--- config.mk ---
export PLATFORM = sky130hd
export DESIGN_NAME = egli_path_loss_unit
export DESIGN_NICKNAME = d
export VERILOG_FILES = /design/src/egli_pkg.sv /design/src/egli_path_loss_unit.sv
export SDC_FILE = /design/constraint.sdc
export NUM_CORES = 1
export LEC_CHECK = 0
export BUFFER_PORTS_ARGS = -buffer_cell sky130_fd_sc_hd__buf_2
export CAP_MARGIN = 10
export CORE_ASPECT_RATIO = 1.75
export CORE_MARGIN = 2
export CORE_UTILIZATION = 57
export DETAILED_ROUTE_END_ITERATION = 8
export GPL_TIMING_DRIVEN = 0
export MAX_ROUTING_LAYER = met4
export PLACE_DENSITY = 0.74
export SYNTH_ARGS = -nofsm -noshare
export SYNTH_HDL_FRONTEND = slang
export SYNTH_SLANG_ARGS = --single-unit
--- constraint.sdc ---
create_clock -name clk_i -period 15.1 [get_ports clk_i]
set_input_delay 3.02 -clock clk_i [delete_from_list [all_inputs] [get_ports clk_i]]
set_output_delay 3.02 -clock clk_i [all_outputs]
set_load 0.02 [all_outputs]
--- src/egli_pkg.sv ---
`timescale 1ns / 1ps
`default_nettype none

package egli_pkg;

  // Result status codes.
  localparam logic [1:0] ST_OK   = 2'd0;
  localparam logic [1:0] ST_ZERO = 2'd1;
  localparam logic [1:0] ST_SAT  = 2'd2;

  // Configuration register indexes.
  localparam logic [7:0] REG_HEIGHT_THRESHOLD    = 8'd0;
  localparam logic [7:0] REG_BASE_LOSS_BOTH_HIGH = 8'd1;
  localparam logic [7:0] REG_BASE_LOSS_ONE_HIGH  = 8'd2;
  localparam logic [7:0] REG_BASE_LOSS_BOTH_LOW  = 8'd3;

  // Register reset values.
  localparam logic [15:0] HEIGHT_THRESHOLD_RST    = 16'd160;
  localparam logic [13:0] BASE_LOSS_BOTH_HIGH_RST = 14'd5498;
  localparam logic [13:0] BASE_LOSS_ONE_HIGH_RST  = 14'd4883;
  localparam logic [13:0] BASE_LOSS_BOTH_LOW_RST  = 14'd4269;

  // Widths of the internal words.
  localparam int LogW  = 20;  // Q16 log2 of a 16-bit operand
  localparam int SumW  = 26;  // signed weighted log2 sum
  localparam int ProdW = 48;  // sum times dB scale

  // 10*log10(2) with 20 fraction bits, and the rounding constant.
  localparam logic signed [22:0]      DB_SCALE = 23'sd3156528;
  localparam logic signed [ProdW-1:0] RND_HALF = 48'sd536870912;

  // Position of the leading one of a 16-bit word (zero for a zero word).
  function automatic logic [3:0] lead_one(input logic [15:0] x);
    logic [3:0] p;
    p = 4'd0;
    for (int i = 0; i < 16; i++) begin
      if (x[i]) begin
        p = 4'(i);
      end
    end
    return p;
  endfunction

  // log2(1 + idx/2^tb) in Q16, built by repeated squaring of a Q30
  // mantissa; every fraction bit is truncated. Used for constant tables.
  function automatic logic [15:0] mant_rom(input int tb, input int idx);
    logic [63:0] m;
    logic [15:0] r;
    m = (64'(1 << tb) + 64'(idx)) << (30 - tb);
    r = 16'd0;
    for (int k = 1; k <= 16; k++) begin
      m = (m * m) >> 30;
      if (m >= 64'h0000_0000_8000_0000) begin
        m = m >> 1;
        r[16-k] = 1'b1;
      end
    end
    return r;
  endfunction

endpackage

`default_nettype wire

--- src/egli_path_loss_unit.sv ---
`timescale 1ns / 1ps
`default_nettype none

// Channel   Direction  Handshake                 Word
// in        input      in_valid_i / in_stall_o   freq, tx height, rx height, distance
// out       output     out_valid_o / out_stall_i loss_db, status
// cfg       input      cfg_valid_i / cfg_ready_o register index, write data
//
// Five register stages: leading-one detect, mantissa table, weighted sum,
// dB scale multiply, round/add base/saturate. One word enters per cycle
// while the output does not stall. The single multiplier in stage four
// sets the cycle time. Reset clears the valid bits and loads the register
// defaults. A stall at the output holds each full stage; bubbles still close
// up, so the input stalls only when every stage holds a word.
module egli_path_loss_unit
  import egli_pkg::*;
#(
  parameter int LOG_TABLE_BITS = 6
) (
  input  wire logic               clk_i,
  input  wire logic               rst_ni,
  // Input channel
  input  wire logic               in_valid_i,
  output logic                    in_stall_o,
  input  wire logic [15:0]        freq_mhz_i,
  input  wire logic [15:0]        tx_height_i,
  input  wire logic [15:0]        rx_height_i,
  input  wire logic [15:0]        distance_km_i,
  // Output channel
  output logic                    out_valid_o,
  input  wire logic               out_stall_i,
  output logic signed [15:0]      loss_db_o,
  output logic [1:0]              status_o,
  // Configuration channel
  input  wire logic               cfg_valid_i,
  output logic                    cfg_ready_o,
  input  wire logic [7:0]         cfg_index_i,
  input  wire logic [15:0]        cfg_data_i
);

  localparam int TB       = LOG_TABLE_BITS;
  localparam int RomDepth = 2 ** TB;
  localparam int NumOps   = 4;

  // Operand slots.
  localparam int OpFreq = 0;
  localparam int OpTx   = 1;
  localparam int OpRx   = 2;
  localparam int OpDist = 3;

  // Configuration registers.
  logic [15:0] thr_q;
  logic [13:0] base_hh_q, base_h_q, base_ll_q;

  assign cfg_ready_o = 1'b1;

  always_ff @(posedge clk_i or negedge rst_ni) begin
    if (!rst_ni) begin
      thr_q     <= HEIGHT_THRESHOLD_RST;
      base_hh_q <= BASE_LOSS_BOTH_HIGH_RST;
      base_h_q  <= BASE_LOSS_ONE_HIGH_RST;
      base_ll_q <= BASE_LOSS_BOTH_LOW_RST;
    end else if (cfg_valid_i && cfg_ready_o) begin
      case (cfg_index_i)
        REG_HEIGHT_THRESHOLD:    thr_q     <= cfg_data_i;
        REG_BASE_LOSS_BOTH_HIGH: base_hh_q <= cfg_data_i[13:0];
        REG_BASE_LOSS_ONE_HIGH:  base_h_q  <= cfg_data_i[13:0];
        REG_BASE_LOSS_BOTH_LOW:  base_ll_q <= cfg_data_i[13:0];
        default: ;
      endcase
    end
  end

  // Mantissa table, a constant built at elaboration.
  logic [15:0] rom [RomDepth];

  for (genvar g = 0; g < RomDepth; g++) begin : g_rom
    assign rom[g] = mant_rom(TB, g);
  end

  // Stage valid bits and enables; a stage moves when it is empty or the
  // next one moves.
  logic v1_q, v2_q, v3_q, v4_q, v5_q;
  logic en1, en2, en3, en4, en5;

  assign en5 = !v5_q || !out_stall_i;
  assign en4 = !v4_q || en5;
  assign en3 = !v3_q || en4;
  assign en2 = !v2_q || en3;
  assign en1 = !v1_q || en2;

  assign in_stall_o = !en1;

  always_ff @(posedge clk_i or negedge rst_ni) begin
    if (!rst_ni) begin
      v1_q <= 1'b0;
      v2_q <= 1'b0;
      v3_q <= 1'b0;
      v4_q <= 1'b0;
      v5_q <= 1'b0;
    end else begin
      if (en1) v1_q <= in_valid_i;
      if (en2) v2_q <= v1_q;
      if (en3) v3_q <= v2_q;
      if (en4) v4_q <= v3_q;
      if (en5) v5_q <= v4_q;
    end
  end

  // Stage 1: leading-one position and normalised mantissa bits.
  logic [15:0]   op [NumOps];
  logic [3:0]    pos_d [NumOps];
  logic [TB-1:0] man_d [NumOps];
  logic [15:0]   norm [NumOps];
  logic [3:0]    pos_q [NumOps];
  logic [TB-1:0] man_q [NumOps];
  logic          hi_tx_q, hi_rx_q, zero1_q;

  assign op[OpFreq] = freq_mhz_i;
  assign op[OpTx]   = tx_height_i;
  assign op[OpRx]   = rx_height_i;
  assign op[OpDist] = distance_km_i;

  for (genvar g = 0; g < NumOps; g++) begin : g_lod
    assign pos_d[g] = lead_one(op[g]);
    assign norm[g]  = op[g] << (4'd15 - pos_d[g]);
    assign man_d[g] = norm[g][14 -: TB];
  end

  always_ff @(posedge clk_i) begin
    if (en1 && in_valid_i) begin
      pos_q   <= pos_d;
      man_q   <= man_d;
      hi_tx_q <= tx_height_i > thr_q;
      hi_rx_q <= rx_height_i > thr_q;
      zero1_q <= (freq_mhz_i == 16'd0) || (tx_height_i == 16'd0) ||
                 (rx_height_i == 16'd0) || (distance_km_i == 16'd0);
    end
  end

  // Stage 2: table look-up gives each log2 in Q16.
  logic [LogW-1:0] lg_q [NumOps];
  logic            hi_tx2_q, hi_rx2_q, zero2_q;

  always_ff @(posedge clk_i) begin
    if (en2 && v1_q) begin
      for (int i = 0; i < NumOps; i++) begin
        lg_q[i] <= {pos_q[i], rom[man_q[i]]};
      end
      hi_tx2_q <= hi_tx_q;
      hi_rx2_q <= hi_rx_q;
      zero2_q  <= zero1_q;
    end
  end

  // Stage 3: weighted log2 sum with the fraction offsets removed, and the
  // base loss picked by how many antennas are high.
  logic signed [SumW-1:0] ls [NumOps];
  logic signed [SumW-1:0] tx_term, rx_term, off, sum_d;
  logic signed [SumW-1:0] sum_q;
  logic [13:0]            base_d, base3_q;
  logic                   zero3_q;

  for (genvar g = 0; g < NumOps; g++) begin : g_ext
    assign ls[g] = $signed({{(SumW-LogW){1'b0}}, lg_q[g]});
  end

  always_comb begin
    tx_term = hi_tx2_q ? (ls[OpTx] <<< 1) : ls[OpTx];
    rx_term = hi_rx2_q ? (ls[OpRx] <<< 1) : ls[OpRx];
    off     = (26'sd24 - (hi_tx2_q ? 26'sd4 : 26'sd0)
                       - (hi_rx2_q ? 26'sd4 : 26'sd0)) <<< 16;
    sum_d   = (ls[OpDist] <<< 2) + (ls[OpFreq] <<< 1) - tx_term - rx_term - off;
    if (hi_tx2_q && hi_rx2_q) begin
      base_d = base_hh_q;
    end else if (hi_tx2_q || hi_rx2_q) begin
      base_d = base_h_q;
    end else begin
      base_d = base_ll_q;
    end
  end

  always_ff @(posedge clk_i) begin
    if (en3 && v2_q) begin
      sum_q   <= sum_d;
      base3_q <= base_d;
      zero3_q <= zero2_q;
    end
  end

  // Stage 4: scale to dB.
  logic signed [ProdW-1:0] prod_q;
  logic [13:0]             base4_q;
  logic                    zero4_q;

  always_ff @(posedge clk_i) begin
    if (en4 && v3_q) begin
      prod_q  <= sum_q * DB_SCALE;
      base4_q <= base3_q;
      zero4_q <= zero3_q;
    end
  end

  // Stage 5: round half up, add the base loss and saturate; a zero operand gives zero.
  logic signed [ProdW-1:0] rnd;
  logic signed [17:0]      q_db;
  logic signed [19:0]      total;
  logic signed [15:0]      loss_d;
  logic [1:0]              status_d;

  always_comb begin
    rnd   = prod_q + RND_HALF;
    q_db  = rnd[ProdW-1:30];
    total = $signed({{2{q_db[17]}}, q_db}) + $signed({6'd0, base4_q});
    if (zero4_q) begin
      loss_d   = 16'sd0;
      status_d = ST_ZERO;
    end else if (total > 20'sd32767) begin
      loss_d   = 16'sh7FFF;
      status_d = ST_SAT;
    end else if (total < -20'sd32768) begin
      loss_d   = 16'sh8000;
      status_d = ST_SAT;
    end else begin
      loss_d   = total[15:0];
      status_d = ST_OK;
    end
  end

  always_ff @(posedge clk_i) begin
    if (en5 && v4_q) begin
      loss_db_o <= loss_d;
      status_o  <= status_d;
    end
  end

  assign out_valid_o = v5_q;

  // Checks on the pipeline and the result coding.
  a_stall_only_full: assert property (@(posedge clk_i) disable iff (!rst_ni)
    in_stall_o |-> (v1_q && v2_q && v3_q && v4_q && v5_q))
    else $error("input stalled while a stage is empty");

  a_zero_result: assert property (@(posedge clk_i) disable iff (!rst_ni)
    (out_valid_o && status_o == ST_ZERO) |-> loss_db_o == 16'sd0)
    else $error("zero operand result carries a nonzero loss");

  a_sat_limit: assert property (@(posedge clk_i) disable iff (!rst_ni)
    (out_valid_o && status_o == ST_SAT) |->
      (loss_db_o == 16'sh7FFF || loss_db_o == 16'sh8000))
    else $error("saturated result not at a limit");

  a_status_code: assert property (@(posedge clk_i) disable iff (!rst_ni)
    out_valid_o |-> (status_o == ST_OK || status_o == ST_ZERO || status_o == ST_SAT))
    else $error("undefined status code");

endmodule

`default_nettype wire
==> summary.txt, run 1 <==
Logic synthesis
  – Synth warn: 0
  – Yosys reg bits: 282
  – Post-Syn Nets: 3870
  – Ys async rst share: 0.223
  – Post-Synthesis Cells: 3271
  – Mean post-synth cell area: 9.12 um^2
  – Post-synth top area cell: edfxtp_1
  – Synth area leaders: edfxtp_1, ha_1, fa_1, inv_1, o21ai_0
  – Yosys top cell area share: 0.221
  – Yosys cell types: 88
  – Primary FF master, synth: edfxtp_1
  – Post-synth EDFFs: 219
  – Cell area after synthesis: 0.0298 mm^2
  – Sequential area share after synthesis: 0.274

Routing
  – Vias per std cell: 6.36
  – Antenna Violating Nets Remaining: 0
  – Post-Route WL: 96800 um
  – DR pass1 iterations: 6
  – DR vias: 26100
  – DRC viols: 0
  – DR WL/cell: 23.5 um
  – 1st-iter DRT viols: 2333

Placement
  – Final RePlAce weighted congestion: 1.01
  – DP HPWL: 77300 um
  – Placed Area: 0.0313 mm^2
  – PortBufs: 110

GRT
  – Initial antenna violation count: 2
  – GRT Total Usage: 0.365
  – Largest net degree at the start of global routing: 67
  – Vias in the first global route: 27100
  – Total gr overflow: 0
  – First-pass GRT wire length: 147000 um

Cells and area
  – Reg area: 0.00818 mm^2
  – P&R area growth vs syn: 8.38%
  – Final instance area: 0.0323 mm^2
  – Multi-input combinational cell area: 0.0193 mm^2
  – # diodes: 0
  – Total Nets Final: 4018
  – Layout cells sized above 1: 0.103
  – # fillers: 4305
  – Post-layout util: 0.626

Clock network
  – Clock tree buffer depth: 3
  – Root Driver: clkbuf_16
  – CTS Buf Count: 28
  – Cts hold-fix bufs: 0
  – Clk slew on worst S/H paths: 0.07 ns
  – Cts repair resizes: 0
  – Clock Sinks: 282
  – Clk Latency, worst-skew pair: 0.60 ns
  – H-Tree Depth: 1
  – Post-CTS Setup Inserts: 0
  – CTS tree: built

Timing
  – Least-Margin Pin Slew: 1.13 ns
  – Max-Slew Margin vs Limit: 0.240
  – Unrepaired setup endpoints after global routing: false
  – Period Utilization, post-route: 0.483
  – Fmax: 137 MHz
  – Finish-stage setup viols: 0
  – Final Skew: 0.0191 ns
  – Fin crit period: 7.30 ns
  – Min Hold Slack: 0.405 ns
  – Setup TNS: 0 ns
  – Hold Vio Cnt, Final: 0
  – Slew Viols, Final: 0

Die
  – Initial Utilization: 0.578
  – Die ar.: 0.0542 mm^2
  – Ports: 114
  – Die Wd: 177 um
  – Core ar.: 0.0516 mm^2
  – DIE HEIGHT: 307 um
  – Row cnt: 110

Setup path
  – Worst EP required: 15.42 ns
  – CP max FO: 10
  – CP Class: flip-flop to flip-flop
  – Arrival time of the worst setup path: 7.62 ns
  – Worst Setup End Kind: flip-flop
  – Setup crit start kind: flip-flop

Run status
  – Status: completed

Job
  – MaxCap Viol Count: 0

Hold path
  – Hold Path Class: flip-flop to flip-flop
cells by family (layout without fill, tap and decap cells):
group | count (synthesis) | after routing | share of synthesized area
compound gates | 842 | 842 | 0.177
xor+xnor | 104 | 104 | 0.0305
fa+ha+maj | 506 | 506 | 0.247
buf+inv | 619 | 789 | 0.0789
flops | 282 | 282 | 0.274
mux | 197 | 197 | 0.0818
other cells | 1 | 1 | 0.000126
simple gates | 720 | 720 | 0.111
state kept, by name (all words and copies together), names as in the netlist, 16 cells and up:
| signal | cells |
|---|---|
| prod_q | 19 |
| pos_q | 16 |
| loss_db_o | 16 |
| thr_q | 16 |
| sum_q | 26 |
| man_q | 24 |
| lg_q | 80 |
placed cells by master, fill, tap and decap left out, drive strengths merged, types with 40 or more instances in the layout:
cell type	netlist	layout
inv	468	476
mux2i	85	85
nand3	51	51
a21oi	234	234
mux2	83	83
nand2	257	257
clkbuf	114	148
nor2	197	197
xnor2	64	64
o21ai	252	252
fa	138	138
dfrtp	41	41
a211oi	44	44
buf	32	149
edfxtp	219	219
a31oi	41	41
xor2	40	40
nor3	53	53
ha	368	368
critical path, cell delays in order (launching register included):
cell      delay, ns
edfxtp_1       0.51
buf_1          0.53
mux2i_1        0.78
ha_1           0.38
ha_1           0.24
fa_1           0.47
a21o_1         0.19
a21oi_1        0.24
nand2b_1       0.19
nand2b_1       0.07
a21oi_1        0.19
xor2_1         0.11
ha_1           0.29
inv_1          0.04
ha_1           0.34
nand4_1        0.19
o31ai_1        0.73
a31oi_1        0.30
a211oi_1       0.62
nor4_1         0.09
nor3_1         0.34
o21ai_0        0.15
path summary, 6_finish.rpt:
path                                      from                       end  slack (ns)  cells past startpoint
max                         hi_tx2_q$_DFFE_PP_       sum_q[24]$_DFFE_PP_        7.80                     21
min                        pos_q[15]$_DFFE_PP_     lg_q[0][19]$_DFFE_PP_        0.41                      0
max reg2reg                 hi_tx2_q$_DFFE_PP_       sum_q[24]$_DFFE_PP_        7.80                     21
min reg2reg                pos_q[15]$_DFFE_PP_     lg_q[0][19]$_DFFE_PP_        0.41                      0
max in group asynchronous               rst_ni   base_h_q[4]$_DFFE_PN1P_       12.05                      2
min in group asynchronous               rst_ni  base_hh_q[7]$_DFFE_PN0P_        2.38                      1
cell type report:
type                       count  share of cell area
tap                          672              0.0260
inverter                     473              0.0549
multi-input combinational   2370               0.597
buffer                       146              0.0178
clock inverter                19             0.00627
timing repair buffer         118              0.0214
sequential                   282               0.253
clock buffer                  33              0.0230
layer usage:
layer,GRT usage,vias up,part of all wire
met5,-,-,0
met4,0.315,0,0.11
met3,0.0427,600,0.047
met2,0.676,1229,0.53
met1,0.322,12500,0.31
li1,-,11900,-
through the flow:
| step | instances | worst slack [ns] |
|---|---|---|
| floorplan | 3271 | 8.56 |
| global placement | 4053 | 8.16 |
| detailed placement | 4058 | 8.04 |
| CTS | 4110 | 8.03 |
| global route | 4113 | 7.47 |
| finish | 4113 | 7.80 |
synth_stat cells, types with 18 or more instances:
cell / n
inv_1: 467
ha_1: 368
nand2_1: 257
o21ai_0: 236
a21oi_1: 227
edfxtp_1: 219
nor2_1: 196
fa_1: 138
clkbuf_1: 113
mux2i_1: 85
mux2_2: 83
xnor2_1: 64
nor3_1: 52
nand3_1: 51
a211oi_1: 44
dfrtp_1: 41
a31oi_1: 40
xor2_1: 40
a21o_1: 35
nand2b_1: 31
o211ai_1: 31
mux4_2: 29
o22ai_1: 28
o21a_1: 27
dfstp_2: 22
nor2b_1: 21
nor4_1: 21
buf_1: 19
nand4_1: 18
o21bai_1: 18
Power of run 1 is not shown: default switching activity piles up to over one toggle a cycle in this logic, so the estimate is an artifact.
==> inputs of run 2 (changes only) <==
Settings changed: ABC_AREA set to 1, PLACE_DENSITY 0.74 to 0.77.
Clock period 15.1 ns to 6.7 ns, I/O delays scaled along.
==> summary.txt, run 2 <==
Die
  – DIE HEIGHT: 308 um (was 307 um)
  – Core ar.: 0.0524 mm^2 (was 0.0516 mm^2)
  – Ports: 114 (unchanged)
  – Die Wd: 178 um (was 177 um)
  – Die ar.: 0.0548 mm^2 (was 0.0542 mm^2)
  – Row cnt: 111 (was 110)
  – Initial Utilization: 0.576 (was 0.578)

Setup path
  – Worst Setup End Kind: flip-flop (unchanged)
  – Worst reg2reg path startpoint: hi_tx2_q$_DFFE_PP_ (unchanged)
  – Slowest cell on crit path: o21ai_0 (was mux2i_1)
  – CP Class: flip-flop to flip-flop (unchanged)
  – CP most frequent cell: nand2_1 (was ha_1)
  – CP max FO: 10 (unchanged)
  – CP Cell Sequence: clkinvlp_4 > o21ai_0 > fa_1 > inv_1 > ha_1 > nand2_1 > inv_1 > nand2_1 > nand2_1 > a21oi_1 > o21ai_0 > a21oi_1 > o21ai_0 > xor2_1 > fa_1 > inv_1 > ha_1 > nand2_1 > nor4_1 > nand3_1 > nand3_1 > nand2_1 > nand3b_1 > nand2_1 (was buf_1 > mux2i_1 > ha_1 > ha_1 > fa_1 > a21o_1 > a21oi_1 > nand2b_1 > nand2b_1 > a21oi_1 > xor2_1 > ha_1 > inv_1 > ha_1 > nand4_1 > o31ai_1 > a31oi_1 > a211oi_1 > nor4_1 > nor3_1 > o21ai_0)
  – Crit path max-delay family: compound AO/OA/AOI/OAI gates (unchanged)
  – Crit path launch: hi_tx2_q$_DFFE_PP_ (unchanged)
  – Setup crit start kind: flip-flop (unchanged)
  – Crit path largest cell delay: 0.76 ns (was 0.78 ns)
  – Worst path bufs/invs: 4 (was 2)
  – Worst EP required: 7.04 ns (was 15.42 ns)
  – Arrival time of the worst setup path: 6.89 ns (was 7.62 ns)

Routing
  – Routed met2 length: 55000 um (was 51700 um)
  – Antenna Violating Nets Remaining: 0 (unchanged)
  – DR WL/cell: 21.8 um (was 23.5 um)
  – DRC viols: 0 (unchanged)
  – Metal1 wirelength: 31900 um (was 30300 um)
  – DR pass1 iterations: 9 (was 6)
  – Met3 routed WL: 5590 um (was 4580 um)
  – Top sig layer: met4 (unchanged)
  – 1st-iter DRT viols: 2349 (was 2333)
  – DR vias: 28600 (was 26100)
  – Vias per std cell: 5.95 (was 6.36)
  – Post-Route WL: 105000 um (was 96800 um)

Placement
  – Dpl cells: 4758 (was 4058)
  – Final RePlAce weighted congestion: 1.07 (was 1.01)
  – PortBufs: 112 (was 110)
  – DP HPWL: 84700 um (was 77300 um)
  – Dpl ws: 0.275 ns (was 8.04 ns)

Timing
  – Least-Margin Pin Slew: 1.00 ns (was 1.13 ns)
  – Final setup margin: 0.155 ns (was 7.80 ns)
  – Fin crit period: 6.55 ns (was 7.30 ns)
  – Finish-stage setup viols: 0 (unchanged)
  – Period Utilization, post-route: 0.977 (was 0.483)
  – Fmax: 153 MHz (was 137 MHz)
  – Final Skew: 0.0518 ns (was 0.0191 ns)
  – Max-Slew Margin vs Limit: 0.331 (was 0.240)
  – Min Hold Slack: 0.420 ns (was 0.405 ns)
  – Hold Vio Cnt, Final: 0 (unchanged)
  – Slew Viols, Final: 0 (unchanged)
  – Unrepaired setup endpoints after global routing: false (unchanged)

Logic synthesis
  – Yosys top cell area share: 0.218 (was 0.221)
  – Synth top cells by count: nand2_1, inv_1, ha_1 (was inv_1, ha_1, nand2_1)
  – Yosys reg bits: 282 (unchanged)
  – Post-synth EDFFs: 219 (unchanged)
  – Mean post-synth cell area: 7.61 um^2 (was 9.12 um^2)
  – Post-synth top area cell: edfxtp_1 (unchanged)
  – Post-Synthesis Cells: 3962 (was 3271)
  – Synth area leaders: edfxtp_1, ha_1, nand2_1, inv_1, fa_1 (was edfxtp_1, ha_1, fa_1, inv_1, o21ai_0)
  – Yosys cell types: 64 (was 88)
  – Most numerous cell in the Yosys netlist: nand2_1 (was inv_1)
  – Primary FF master, synth: edfxtp_1 (unchanged)
  – Sequential area share after synthesis: 0.271 (was 0.274)
  – Cell area after synthesis: 0.0302 mm^2 (was 0.0298 mm^2)
  – Synth warn: 0 (unchanged)
  – Ys async rst share: 0.223 (unchanged)
  – Post-Syn Nets: 4561 (was 3870)

Clock network
  – H-Tree Depth: 1 (unchanged)
  – Clock Sinks: 282 (unchanged)
  – Clk slew on worst S/H paths: 0.09 ns (was 0.07 ns)
  – CTS tree: built (unchanged)
  – Clock tree buffer depth: 3 (unchanged)
  – Clk Latency, worst-skew pair: 0.62 ns (was 0.60 ns)
  – CTS Buf Count: 28 (unchanged)
  – Root Driver: clkbuf_16 (unchanged)

Cells and area
  – Top flop regs: lg_q: 80 flops, sum_q: 26 flops, man_q: 24 flops (unchanged)
  – # fillers: 4823 (was 4305)
  – Max reg flops: 80 (unchanged)
  – Most flop-heavy register: lg_q (unchanged)
  – Layout cells sized above 1: 0.0583 (was 0.103)
  – P&R area growth vs syn: 8.39% (was 8.38%)
  – Most frequent cells in the layout: nand2_1, inv_1, ha_1 (was inv_1, ha_1, nand2_1)
  – Fin cells: 4817 (was 4113)
  – Total Nets Final: 4711 (was 4018)
  – Most common cell after layout, fill and taps aside: nand2_1 (was inv_1)

Job
  – MaxCap Viol Count: 0 (unchanged)

Run status
  – Status: completed (unchanged)

GRT
  – Total gr overflow: 0 (unchanged)
  – Initial antenna violation count: 4 (was 2)
  – First-pass GRT wire length: 160000 um (was 147000 um)
  – GRT Total Usage: 0.398 (was 0.365)
  – Vias in the first global route: 29500 (was 27100)
  – Largest net degree at the start of global routing: 43 (was 67)

Hold path
  – Worst hold start: base3_q[2]$_DFFE_PP_ (was pos_q[15]$_DFFE_PP_)
  – Hold Path Class: flip-flop to flip-flop (unchanged)
-- run 2: final cells by class --
| cell class | instances | area, um^2 | area share |
|---|---|---|---|
| clock inverters | 16 | 154 | 0.00471 |
| plain buffers | 113 | 448 | 0.0137 |
| multi-input cells | 2806 | 18700 | 0.572 |
| diodes | 5 | 12.5 | 0.000383 |
| inverters | 761 | 2860 | 0.0875 |
| well taps | 678 | 848 | 0.0260 |
| flip-flops and latches | 282 | 8180 | 0.250 |
| clock buffers | 36 | 785 | 0.0240 |
| repair buffers | 120 | 706 | 0.0216 |
-- run 2: repair_timing --
action,4_1_cts,5_1_grt
hold buffers,0,0
gates resized for setup,0,6
endpoints found under the setup margin,0,5
buffers inserted,0,1
-- run 2: cells by family (layout without fill, tap and decap cells) --
logic type	after synthesis	count (layout)	synth area share
and+or+nand+nor	1449	1449	0.202
buffers and inverters	874	1046	0.109
AOI/OAI and AO/OA	740	740	0.141
adders and majority gates	506	506	0.244
DFF	282	282	0.271
xor gates and xnor gates	106	106	0.0310
muxes	4	4	0.00141
other	1	6	0.000124
-- run 2: layer usage --
layer / vias up / GRT usage
met4: 0 / 0.392
met5: - / -
li1: 13400 / -
met1: 13300 / 0.333
met2: 1301 / 0.717
met3: 664 / 0.0653
-- run 2: final timing paths --
| check | endpoint | slack, ns | cells after the start |
|---|---|---|---|
| min in group asynchronous | base_h_q[6]$_DFFE_PN0P_ | 0.68 | 1 |
| max | sum_q[25]$_DFFE_PP_ | 0.15 | 24 |
| max reg2reg | sum_q[25]$_DFFE_PP_ | 0.15 | 24 |
| min reg2reg | base4_q[2]$_DFFE_PP_ | 0.42 | 0 |
| max in group asynchronous | base_h_q[1]$_DFFE_PN1P_ | 5.35 | 2 |
| min | base4_q[2]$_DFFE_PP_ | 0.42 | 0 |
-- run 2: stage by stage --
step / setup TNS (ns) / cell area, um^2 / utilization
6_report: 0 / 32700 / 0.624
5_1_grt: 0 / 32700 / 0.624
4_1_cts: 0 / 32600 / 0.623
3_5_place_dp: 0 / 31700 / 0.605
3_3_place_gp: -79.37 / 31600 / 0.603
2_1_floorplan: 0 / 30200 / -
Power of run 2 is left out for the same reason.
